File: config.mk
export PLATFORM = sky130hd
export DESIGN_NAME = stbs_ram
export DESIGN_NICKNAME = d
export VERILOG_FILES = /design/src/stbs_ram.sv
export SDC_FILE = /design/constraint.sdc
export NUM_CORES = 1
export LEC_CHECK = 0
export BUFFER_PORTS_ARGS = -buffer_cell sky130_fd_sc_hd__buf_2
export CELL_PAD_IN_SITES_DETAIL_PLACEMENT = 2
export CELL_PAD_IN_SITES_GLOBAL_PLACEMENT = 2
export CORE_ASPECT_RATIO = 0.6
export CORE_MARGIN = 5
export CORE_UTILIZATION = 35
export DETAILED_ROUTE_END_ITERATION = 10
export PLACE_DENSITY_LB_ADDON = 0.1
export REMOVE_ABC_BUFFERS = 1
export SYNTH_ARGS = -nofsm -noshare
export SYNTH_HDL_FRONTEND = slang
export SYNTH_SLANG_ARGS = --single-unit
File: constraint.sdc
create_clock -name clk_i -period 3.95 [get_ports clk_i]
set_input_delay 0.5925 -clock clk_i [delete_from_list [all_inputs] [get_ports clk_i]]
set_output_delay 0.5925 -clock clk_i [all_outputs]
set_load 0.01 [all_outputs]
File: src/stbs_ram.sv
// ----------------------------------------------------------------------------
// stbs_ram
// Generic simple dual-port RAM: one write port, one registered read port.
// ----------------------------------------------------------------------------
`timescale 1ns / 1ps
`default_nettype none

module stbs_ram #(
  parameter int unsigned WIDTH = 8,
  parameter int unsigned DEPTH = 16,
  localparam int unsigned AW   = (DEPTH > 1) ? $clog2(DEPTH) : 1
) (
  input  wire logic             clk_i,
  input  wire logic             we_i,
  input  wire logic [AW-1:0]    waddr_i,
  input  wire logic [WIDTH-1:0] wdata_i,
  input  wire logic             re_i,
  input  wire logic [AW-1:0]    raddr_i,
  output logic      [WIDTH-1:0] rdata_o
);

  logic [WIDTH-1:0] mem_q [DEPTH];

  // Write port
  always_ff @(posedge clk_i) begin
    if (we_i) begin
      mem_q[waddr_i] <= wdata_i;
    end
  end

  // Registered read port
  always_ff @(posedge clk_i) begin
    if (re_i) begin
      rdata_o <= mem_q[raddr_i];
    end
  end

endmodule

`default_nettype wire

==> results.sh <==
export IMPL_worstReg2RegStart="mem_q[11][0]"
export IMPL_wl_um=12700
export IMPL_synth_seq_area_share_pct=78.1
export IMPL_min_path_type="in -> reg"
export IMPL_fin_crit_sh_pct=55.7
export IMPL_initial_core_util_pct=35.9
export IMPL_reg2reg_depth=3
export IMPL_slew_headroom_pct=20.9
export IMPL_p_leak_nw=2.06
export IMPL_fin_setup_tns_ns=0
export IMPL_synth_cells=229
export IMPL_yosysMostFrequentCell="edfxtp_1"
export IMPL_fp_dieArea_sq_um=17600
export IMPL_grt_pass1_vias=2826
export IMPL_die_h_um=105
export IMPL_antennaDiodeCount=0
export IMPL_clk_pin_slew_ns=0.06
export IMPL_drt_pre_antenna_iters=6
export IMPL_required_ns=4.09
export IMPL_syn_area_sq_um=5230
export IMPL_final_layout_size_suffix_gt1_share_pct=28.6
export IMPL_finalSetupViolations=0
export IMPL_p_sw_share_pct=19.7
export IMPL_port_buffers=26
export IMPL_startpoint="raddr_i[0]"
export IMPL_hold_viol=0
export IMPL_worstPathMaxFanout=18
export IMPL_startpoint_type="input pin"
export IMPL_final_antenna_net_count=0
export IMPL_p_int_w=0.00286
export IMPL_place_hpwl_um=8410
export IMPL_cp_slowest_cell="mux4_1"
export IMPL_synth_distinct_cells=18
export IMPL_holdBufCountCts=0
export IMPL_grt_setup_unrepaired="false"
export IMPL_postCtsSetupBuffers=0
export IMPL_cts_buffers=17
export IMPL_drc_errors=0
export IMPL_synth_edf_count=136
export IMPL_synthFlopType="edfxtp_1"
export IMPL_cp_arrival_ns=2.34
export IMPL_p_seq_share_pct=46.0
export IMPL_total_power_w=0.00356
export IMPL_ctsResizeCount=0
export IMPL_wl_per_cell_um=26.4
export IMPL_ys_ff_latch=136
export IMPL_cp_end_kind="flip-flop"
export IMPL_design_area_sq_um=6230
export IMPL_synth_area_per_cell_sq_um=22.8
export IMPL_timing_fmax_ghz=0.455
export IMPL_period_needed_ns=2.20
export IMPL_power_density_nw_per_um2=572
export IMPL_fillCellCount=1349
export IMPL_fin_ws_ns=1.75
export IMPL_cts_htree_levels=4
export IMPL_crit_end="rdata_o[2]"
export IMPL_yosys_top_cells_count="edfxtp_1 (136), mux4_2 (18), a22oi_1 (16)"
export IMPL_clkPwrFrac_pct=49.7
export IMPL_path_delay_family="buffers and inverters"
export IMPL_p_switching_w=0.000700
export IMPL_slew_viol_final=0
export IMPL_peakVddDrop_uv=323
export IMPL_synthArstFlopShare_pct=0
export IMPL_num_rows=34
export IMPL_status="complete, no violations"
export IMPL_crit_type="in -> reg"
export IMPL_max_stage_delay_ns=0.56
export IMPL_cts_sinks=136
export IMPL_cp_cell_sequence="buf_2, buf_4, mux4_1, a22oi_1, nand2_1"
export IMPL_clk_insertion_delay_late_ns=0.41
export IMPL_nets=290
export IMPL_ioPinCount=27
export IMPL_synth_top_area_cell="edfxtp_1"
export IMPL_placed_area_sq_um=5570
export IMPL_combPwrFrac_pct=4.3
export IMPL_preCtsSetupSlack_ns=1.28
export IMPL_cts_tree="yes"
export IMPL_cts_buffer_depth=2
export IMPL_areaGrowthSynthToFinish_pct=19.1
export IMPL_routed_via_count=2470
export IMPL_grt_max_degree=30
export IMPL_grt_pass1_wl_um=19300
export IMPL_grt_usage_pct=15.5
export IMPL_drv_cap=0
export IMPL_netlist_area_leader_share_pct=78.1
export IMPL_cp_depth=5
export IMPL_core_area_sq_um=14500
export IMPL_die_x_um=168
export IMPL_worstReg2RegEnd="rdata_o[0]"
export IMPL_antenna_found_initial=1
export IMPL_root_buffer="clkbuf_16"
export IMPL_r2r_slack_ns=2.39
export IMPL_ys_warn_count=0
export IMPL_fin_skew_ns=0.0123
export IMPL_viasPerCell=5.14
export IMPL_first_iter_violations=157
export IMPL_worst_slew_pin_slew_ns=1.18
export IMPL_gr_total_overflow=0
export IMPL_synth_area_leaders="edfxtp_1 (78%), mux4_2 (7.8%), mux4_1 (7.0%)"
export IMPL_path_buf_inv=2
export IMPL_place_congestion=0.679
## flip-flops by register name (all words and copies together), names as in the netlist
signal	count
rdata_o	8
mem_q	128
## logic make-up (layout without fill, tap and decap cells)
| family | count (synthesis) | count (layout) | share of synthesized area [%] |
|---|---|---|---|
| compound gates | 16 | 16 | 2.30 |
| buf+inv | 10 | 64 | 1.65 |
| flops | 136 | 136 | 78.1 |
| mux | 32 | 32 | 14.8 |
| simple gates | 35 | 35 | 3.14 |
## cell type report
| class | count | area [sq um] | share of cell area, % |
|---|---|---|---|
| clock buffer | 17 | 425 | 6.83 |
| clock inverter | 14 | 230 | 3.70 |
| multi-input combinational | 83 | 1060 | 17.0 |
| timing repair buffer | 33 | 183 | 2.93 |
| sequential | 136 | 4080 | 65.6 |
| tap | 198 | 248 | 3.98 |
## through the flow
| stage | util (%) | std cells | hold slack (ns) |
|---|---|---|---|
| 4_1_cts | 42.8 | 481 | 0.554 |
| 3_5_place_dp | 38.3 | 450 | 0.764 |
| 5_1_grt | 42.8 | 481 | 0.558 |
| 6_report | 42.8 | 481 | 0.574 |
| 3_3_place_gp | 38.3 | 450 | 0.730 |
| 2_1_floorplan | - | 219 | 0.691 |
## worst reg2reg max path, stage by stage (launching register included)
cell	delay [ns]
edfxtp_1	0.36
mux4_2	0.48
a22oi_1	0.36
nand2_1	0.09
## layer usage
layer  track usage, %  vias up  part of all wire (%)
li1                 -     1065                     -
met1             24.2     1349                    53
met2             21.3       44                    43
met3             4.08       12                   3.4
met4             4.17        0                   1.1
met5                0        -                     0
## worst min-delay path by stage
stage	from	cells after the start	slack, ns	end
2_1_floorplan	wdata_i[0]	0	0.69	mem_q[0][0]
3_3_place_gp	mem_q[4][3]	3	0.73	rdata_o[3]
3_5_place_dp	mem_q[8][3]	3	0.76	rdata_o[3]
4_1_cts	wdata_i[3]	1	0.55	mem_q[5][3]
5_1_grt	wdata_i[3]	1	0.56	mem_q[5][3]
6_report	wdata_i[3]	1	0.57	mem_q[0][3]
## power by group through the flow
stage | Combinational [W] | Sequential [W] | Clock, W
after CTS | 0.000157 | 0.00164 | 0.00181
final | 0.000153 | 0.00164 | 0.00177
after floorplan | 0.0000648 | 0.00167 | 0
after detailed placement | 0.000156 | 0.00167 | 0
after global routing | 0.000166 | 0.00164 | 0.00188
after global placement | 0.000152 | 0.00167 | 0
## layout by cell type, fill, tap and decap left out, drive strengths merged
cell type and count:
bufinv 6, edfxtp 136, and2 1, nand2 9
or3b 1, nand3b 2, nor2 13, mux4 32
clkinv 6, nor3 4, a22oi 16, and2b 1
nand3 1, clkinvlp 2, nand2b 2, buf 33
clkbuf 17, nor2b 1
(Power assumes the default switching activity.)
