==> config.mk <==
export PLATFORM = sky130hd
export DESIGN_NAME = stbs_search
export DESIGN_NICKNAME = d
export VERILOG_FILES = /design/src/stbs_pkg.sv /design/src/stbs_search.sv
export SDC_FILE = /design/constraint.sdc
export NUM_CORES = 1
export LEC_CHECK = 0
export BUFFER_PORTS_ARGS = -buffer_cell sky130_fd_sc_hd__buf_2
export CAP_MARGIN = 10
export CORE_AREA = 2 2 112 114
export CTS_CLUSTER_SIZE = 14
export DETAILED_ROUTE_END_ITERATION = 12
export DIE_AREA = 0 0 114 116
export PLACE_DENSITY = 0.74
export SETUP_SLACK_MARGIN = 0.05
export SLEW_MARGIN = 15
export SYNTH_ARGS = -nofsm -noshare
export SYNTH_HDL_FRONTEND = slang
export SYNTH_SLANG_ARGS = --single-unit
==> constraint.sdc <==
create_clock -name clk_i -period 3.7 [get_ports clk_i]
set_input_delay 0 -clock clk_i [delete_from_list [all_inputs] [get_ports clk_i]]
set_output_delay 0 -clock clk_i [all_outputs]
set_load 0.05 [all_outputs]
==> src/stbs_pkg.sv <==
// ----------------------------------------------------------------------------
// stbs_pkg
// Shared widths, codes and types of the sorted table search block.
// ----------------------------------------------------------------------------
`timescale 1ns / 1ps
`default_nettype none

package stbs_pkg;

  localparam int unsigned KEY_W           = 20;
  localparam int unsigned POS_W           = 10;
  localparam int unsigned HIT_W           = 20;
  localparam int unsigned OP_W            = 2;
  localparam int unsigned TABLE_DEPTH_DEF = 1024;

  localparam logic [HIT_W-1:0] HIT_MAX = {HIT_W{1'b1}};

  // Operation codes carried by an input beat
  typedef enum logic [OP_W-1:0] {
    OP_CLEAR  = 2'd0,
    OP_APPEND = 2'd1,
    OP_QUERY  = 2'd2
  } op_e;

  // Search sequencer states
  typedef enum logic [1:0] {
    S_IDLE,
    S_PROBE,
    S_DONE
  } srch_state_e;

  // Status of the search sequencer toward the top level
  typedef struct packed {
    logic busy;
    logic valid;
    logic found;
  } stbs_res_t;

endpackage

`default_nettype wire

==> src/stbs_search.sv <==
// ----------------------------------------------------------------------------
// stbs_search
// Binary search sequencer: one key RAM probe and one compare per cycle.
// ----------------------------------------------------------------------------
`timescale 1ns / 1ps
`default_nettype none

module stbs_search import stbs_pkg::*; #(
  parameter int unsigned TABLE_DEPTH = TABLE_DEPTH_DEF,
  localparam int unsigned AW         = $clog2(TABLE_DEPTH),
  localparam int unsigned CW         = $clog2(TABLE_DEPTH + 1)
) (
  input  wire logic             clk_i,
  input  wire logic             rst_ni,
  input  wire logic             start_i,
  input  wire logic [KEY_W-1:0] key_i,
  input  wire logic [CW-1:0]    count_i,
  input  wire logic             take_i,
  input  wire logic [KEY_W-1:0] rdata_i,
  output logic                  re_o,
  output logic      [AW-1:0]    raddr_o,
  output stbs_res_t             status_o,
  output logic      [AW-1:0]    pos_o
);

  srch_state_e      state_q, state_d;
  logic [CW-1:0]    lo_q, lo_d;
  logic [CW-1:0]    hi_q, hi_d;
  logic [CW-1:0]    mid_q, mid_d;
  logic [KEY_W-1:0] key_q, key_d;
  logic             found_q, found_d;

  logic [CW-1:0]    first_sum;
  logic [CW:0]      sum_lt;
  logic [CW:0]      sum_gt;
  logic [CW-1:0]    lo_gt;

  // Candidate midpoints: the first from the fill count, the others for both compare outcomes from registered bounds
  assign first_sum = count_i - CW'(1);
  assign sum_lt    = {1'b0, lo_q} + {1'b0, mid_q} - (CW+1)'(1);
  assign sum_gt    = {1'b0, mid_q} + {1'b0, hi_q};
  assign lo_gt     = mid_q + CW'(1);

  // State and payload registers
  always_ff @(posedge clk_i or negedge rst_ni) begin
    if (!rst_ni) begin
      state_q <= S_IDLE;
      found_q <= 1'b0;
    end else begin
      state_q <= state_d;
      found_q <= found_d;
    end
  end

  always_ff @(posedge clk_i) begin
    lo_q  <= lo_d;
    hi_q  <= hi_d;
    mid_q <= mid_d;
    key_q <= key_d;
  end

  // Next state, bounds and probe address
  always_comb begin
    state_d = state_q;
    lo_d    = lo_q;
    hi_d    = hi_q;
    mid_d   = mid_q;
    key_d   = key_q;
    found_d = found_q;
    re_o    = 1'b0;
    case (state_q)
      S_IDLE: begin
        if (start_i) begin
          key_d   = key_i;
          found_d = 1'b0;
          lo_d    = '0;
          hi_d    = count_i;
          if (count_i == '0) begin
            mid_d   = '0;
            state_d = S_DONE;
          end else begin
            mid_d   = first_sum >> 1;
            re_o    = 1'b1;
            state_d = S_PROBE;
          end
        end
      end
      S_PROBE: begin
        if (key_q == rdata_i) begin
          found_d = 1'b1;
          state_d = S_DONE;
        end else if (key_q < rdata_i) begin
          if (lo_q < mid_q) begin
            hi_d  = mid_q;
            mid_d = sum_lt[CW:1];
            re_o  = 1'b1;
          end else begin
            mid_d   = '0;
            state_d = S_DONE;
          end
        end else begin
          if (lo_gt < hi_q) begin
            lo_d  = lo_gt;
            mid_d = sum_gt[CW:1];
            re_o  = 1'b1;
          end else begin
            mid_d   = '0;
            state_d = S_DONE;
          end
        end
      end
      S_DONE: begin
        if (take_i) begin
          state_d = S_IDLE;
        end
      end
      default: begin
        state_d = S_IDLE;
      end
    endcase
  end

  // Probe address follows the next midpoint, which stays below the depth
  assign raddr_o = mid_d[AW-1:0];

  assign status_o.busy  = (state_q != S_IDLE);
  assign status_o.valid = (state_q == S_DONE);
  assign status_o.found = found_q;
  assign pos_o          = mid_q[AW-1:0];

endmodule

`default_nettype wire

==> key figures <==
Run status
  – Status: completed

Worst setup path
  – CP peak stage delay: 520 ps
  – CP Class: reg -> out
  – CP Cell Sequence: nand2_1, or4b_4, xnor2_2, ha_1, and4_1, nand2_1, o211ai_1, a31oi_2, buf_6, or4bb_1, o211ai_1, a31o_2, buf_8
  – CP max FO: 8
  – Crit path launch type: flip-flop
  – Reg2reg start: mid_q[0]$_DFF_P_
  – Worst R2R Setup Slack: 370 ps
  – CP max-delay cell: or4b_4
  – Worst Path Arrival: 3510 ps
  – Kind of end point of the critical path: output pin
  – R2R Path End: lo_q[5]$_SDFFCE_PN0P_
  – R2r worst-path depth: 11
  – Critical Path RT: 3700 ps

Floorplan
  – Rows: 40
  – Starting Density: 0.406
  – Die Ht: 116 um
  – Die ar.: approximately 13000 um2
  – Num ports: 79
  – Core ar.: 11900 um2
  – Die width: 114 um

Clock tree
  – H-tree depth reported by CTS: 2
  – CTS tree: yes
  – Max Buffers Root-to-Sink: 2
  – Worst skew pair latency: 300 ps
  – Clock-pin slew on the worst setup and hold paths: approximately 70 ps
  – Clk sinks: 56
  – CTS root buf: clkbuf_16
  – CTS Buf Count: 5

Drt
  – Top sig layer: met4
  – Drt drc: 0
  – Post-Route WL: 13600 um
  – Vias: about 4300
  – WL/cell: 17.4 um
  – Post-route ant nets: 0
  – Detailed Routing Iterations Pass 1: 5
  – Initial DRC Count: about 280
  – DR vias/cell: 5.48
  – Routed wl met3: 762 um
  – Metal-1 WL: around 5700 um
  – Wire length on met2: 6680 um

Synth
  – Seq/Total Area, Yosys: 0.324
  – Post-synth ARST share: 0.0536
  – Top FF cell, synth: edfxtp_1
  – Syn Inst Count: 534
  – Synth Register Bits: 56
  – Distinct cell type count after synthesis: 58
  – Area contributors post-synth: edfxtp_1 (27%), ha_1 (19%), inv_1 (6.7%), dfxtp_1 (4.1%), xnor2_1 (3.6%)
  – Syn Std Cell Area: 4840 um2
  – Syn nets: 664
  – Yosys top cell by area: edfxtp_1
  – Syn. warnings: 0
  – Avg Cell Area, Syn: 9.06 um2
  – Post-synth EDFFs: 43
  – Post-synth top area share: 0.267

Hold path
  – Hold_sp: take_i
  – Tightest Hold Check Type: in -> reg
  – Min-Delay Endpoint: state_q[1]$_DFFE_PN0P_
  – Hold depth: 4

Layout
  – Layout cells sized above 1: 0.225
  – Final Util: 0.490
  – Final nets: 761
  – Commonest non-fill, non-tap cell in the layout: inv_1
  – Antenna diode count: 0
  – Area Overhead vs Synth: 20.7%
  – Commonest cells after routing, fill and taps aside: inv_1 (86), buf_2 (75), ha_1 (73)
  – Fillers: 1083

Timing
  – Max-slew violation count: 0
  – Fin crit period: ~3500 ps
  – Hold Vio Cnt, Final: 0
  – Period utilization: 0.948
  – Setup Skew: between 8 and 9 ps
  – RSZ-0062 raised after global routing: true
  – Max frequency: between 200 and 300 MHz
  – Worst rel slew slack: 0.406
  – Worst-Margin Slew: 891 ps
  – Final setup viols: 0

Run
  – Max cap viols: 0

Global route
  – Overall routing resource usage: 0.209
  – Initial antenna violation count: 0
  – Vias in the first global route: between 4000 and 5000
  – First-pass GRT wire length: 21700 um
  – Largest net degree at the start of global routing: 25
  – Congestion Overflow GR: 0

Place
  – DP Wirelength: 10600 um
  – I/O Buffers: between 70 and 80
  – Routability congestion estimate: ~0.95
[final cells by class]
| type | instances | area [um2] | area share |
|---|---|---|---|
| Multi-Input combinational cell | 361 | 2810 | 0.480 |
| Timing Repair Buffer | 121 | 788 | 0.135 |
| Tap cell | 147 | 184 | 0.0315 |
| Sequential cell | 56 | 1570 | 0.269 |
| Clock inverter | 3 | 42.5 | 0.00728 |
| Clock buffer | 5 | 125 | 0.0214 |
| Inverter | 86 | 323 | 0.0553 |
[cell usage after synthesis, types with 10 or more instances]
| master | instances |
|---|---|
| nor2_1 | 20 |
| ha_1 | 73 |
| buf_4 | 21 |
| xnor2_1 | 20 |
| edfxtp_1 | 43 |
| dfxtp_1 | 10 |
| xor2_1 | 11 |
| nor3_1 | 10 |
| and2_1 | 10 |
| inv_1 | 86 |
| o21ai_0 | 29 |
| nand2_1 | 34 |
| nand3_1 | 15 |
| a21oi_1 | 34 |
| a21o_1 | 10 |
[worst max-delay path: cells and delay by family, from the launching register on]
kind,cells,cell delay [ps]
xor+xnor,1,150
fa+ha+maj,1,300
flops,1,450
compound gates,4,620
buf+inv,2,320
simple gates,5,1370
[sequential cells by signal (all words and copies together) (netlist names)]
| signal | cells |
|---|---|
| state_q | 2 |
| lo_q | 11 |
| mid_q | 11 |
| key_q | 20 |
| found_q | 1 |
| hi_q | 11 |
[cells by family (layout without fill, tap and decap cells)]
logic type,Yosys count,count (layout),synth area share
mux,1,1,0.00207
fa+ha+maj,75,75,0.197
compound gates,134,134,0.184
flops,56,56,0.324
xor+xnor,31,31,0.0561
simple gates,120,120,0.126
buf+inv,117,215,0.111
[layer usage]
layer  vias up  track usage
li1       2046            -
met1      2026        0.258
met2       165        0.377
met3        31       0.0246
met4         0       0.0724
met5         -            0
[how the worst max path moves through the flow]
stage,start,end,slack [ps]
after floorplan,mid_q[2]$_DFF_P_,lo_q[0]$_SDFFCE_PN0P_,170
after global placement,mid_q[2]$_DFF_P_,raddr_o[4],370
after detailed placement,mid_q[2]$_DFF_P_,lo_q[1]$_SDFFCE_PN0P_,240
after CTS,mid_q[0]$_DFF_P_,raddr_o[4],50
after global routing,mid_q[2]$_DFF_P_,raddr_o[4],-60
final,mid_q[0]$_DFF_P_,raddr_o[4],190
[timing repair]
item	4_1_cts	5_1_grt
pin swaps	0	6
setup buffers	0	3
hold buffers	21	0
cloned	0	0
endpoints found under the hold margin	23	0
gates resized for setup	2	25
endpoints found under the setup margin	3	22
[through the flow]
stage / std cells / worst slack [ps] / setup TNS [ps] / instance area (um2) / hold slack (ps)
global placement: 747 / 368 / 0 / 5350 / -200
floorplan: 534 / 166 / 0 / 4840 / -296
detailed placement: 747 / 244 / 0 / 5350 / -197
CTS: 776 / 50.9 / 0 / 5730 / 12.7
global route: 779 / -60.8 / -66.3 / 5840 / 19.8
finish: 779 / 191 / 0 / 5840 / 20.3
Power is left out: the tool's default activity adds up to more than one toggle a clock period on the data nets, which glitch-free logic cannot reach.
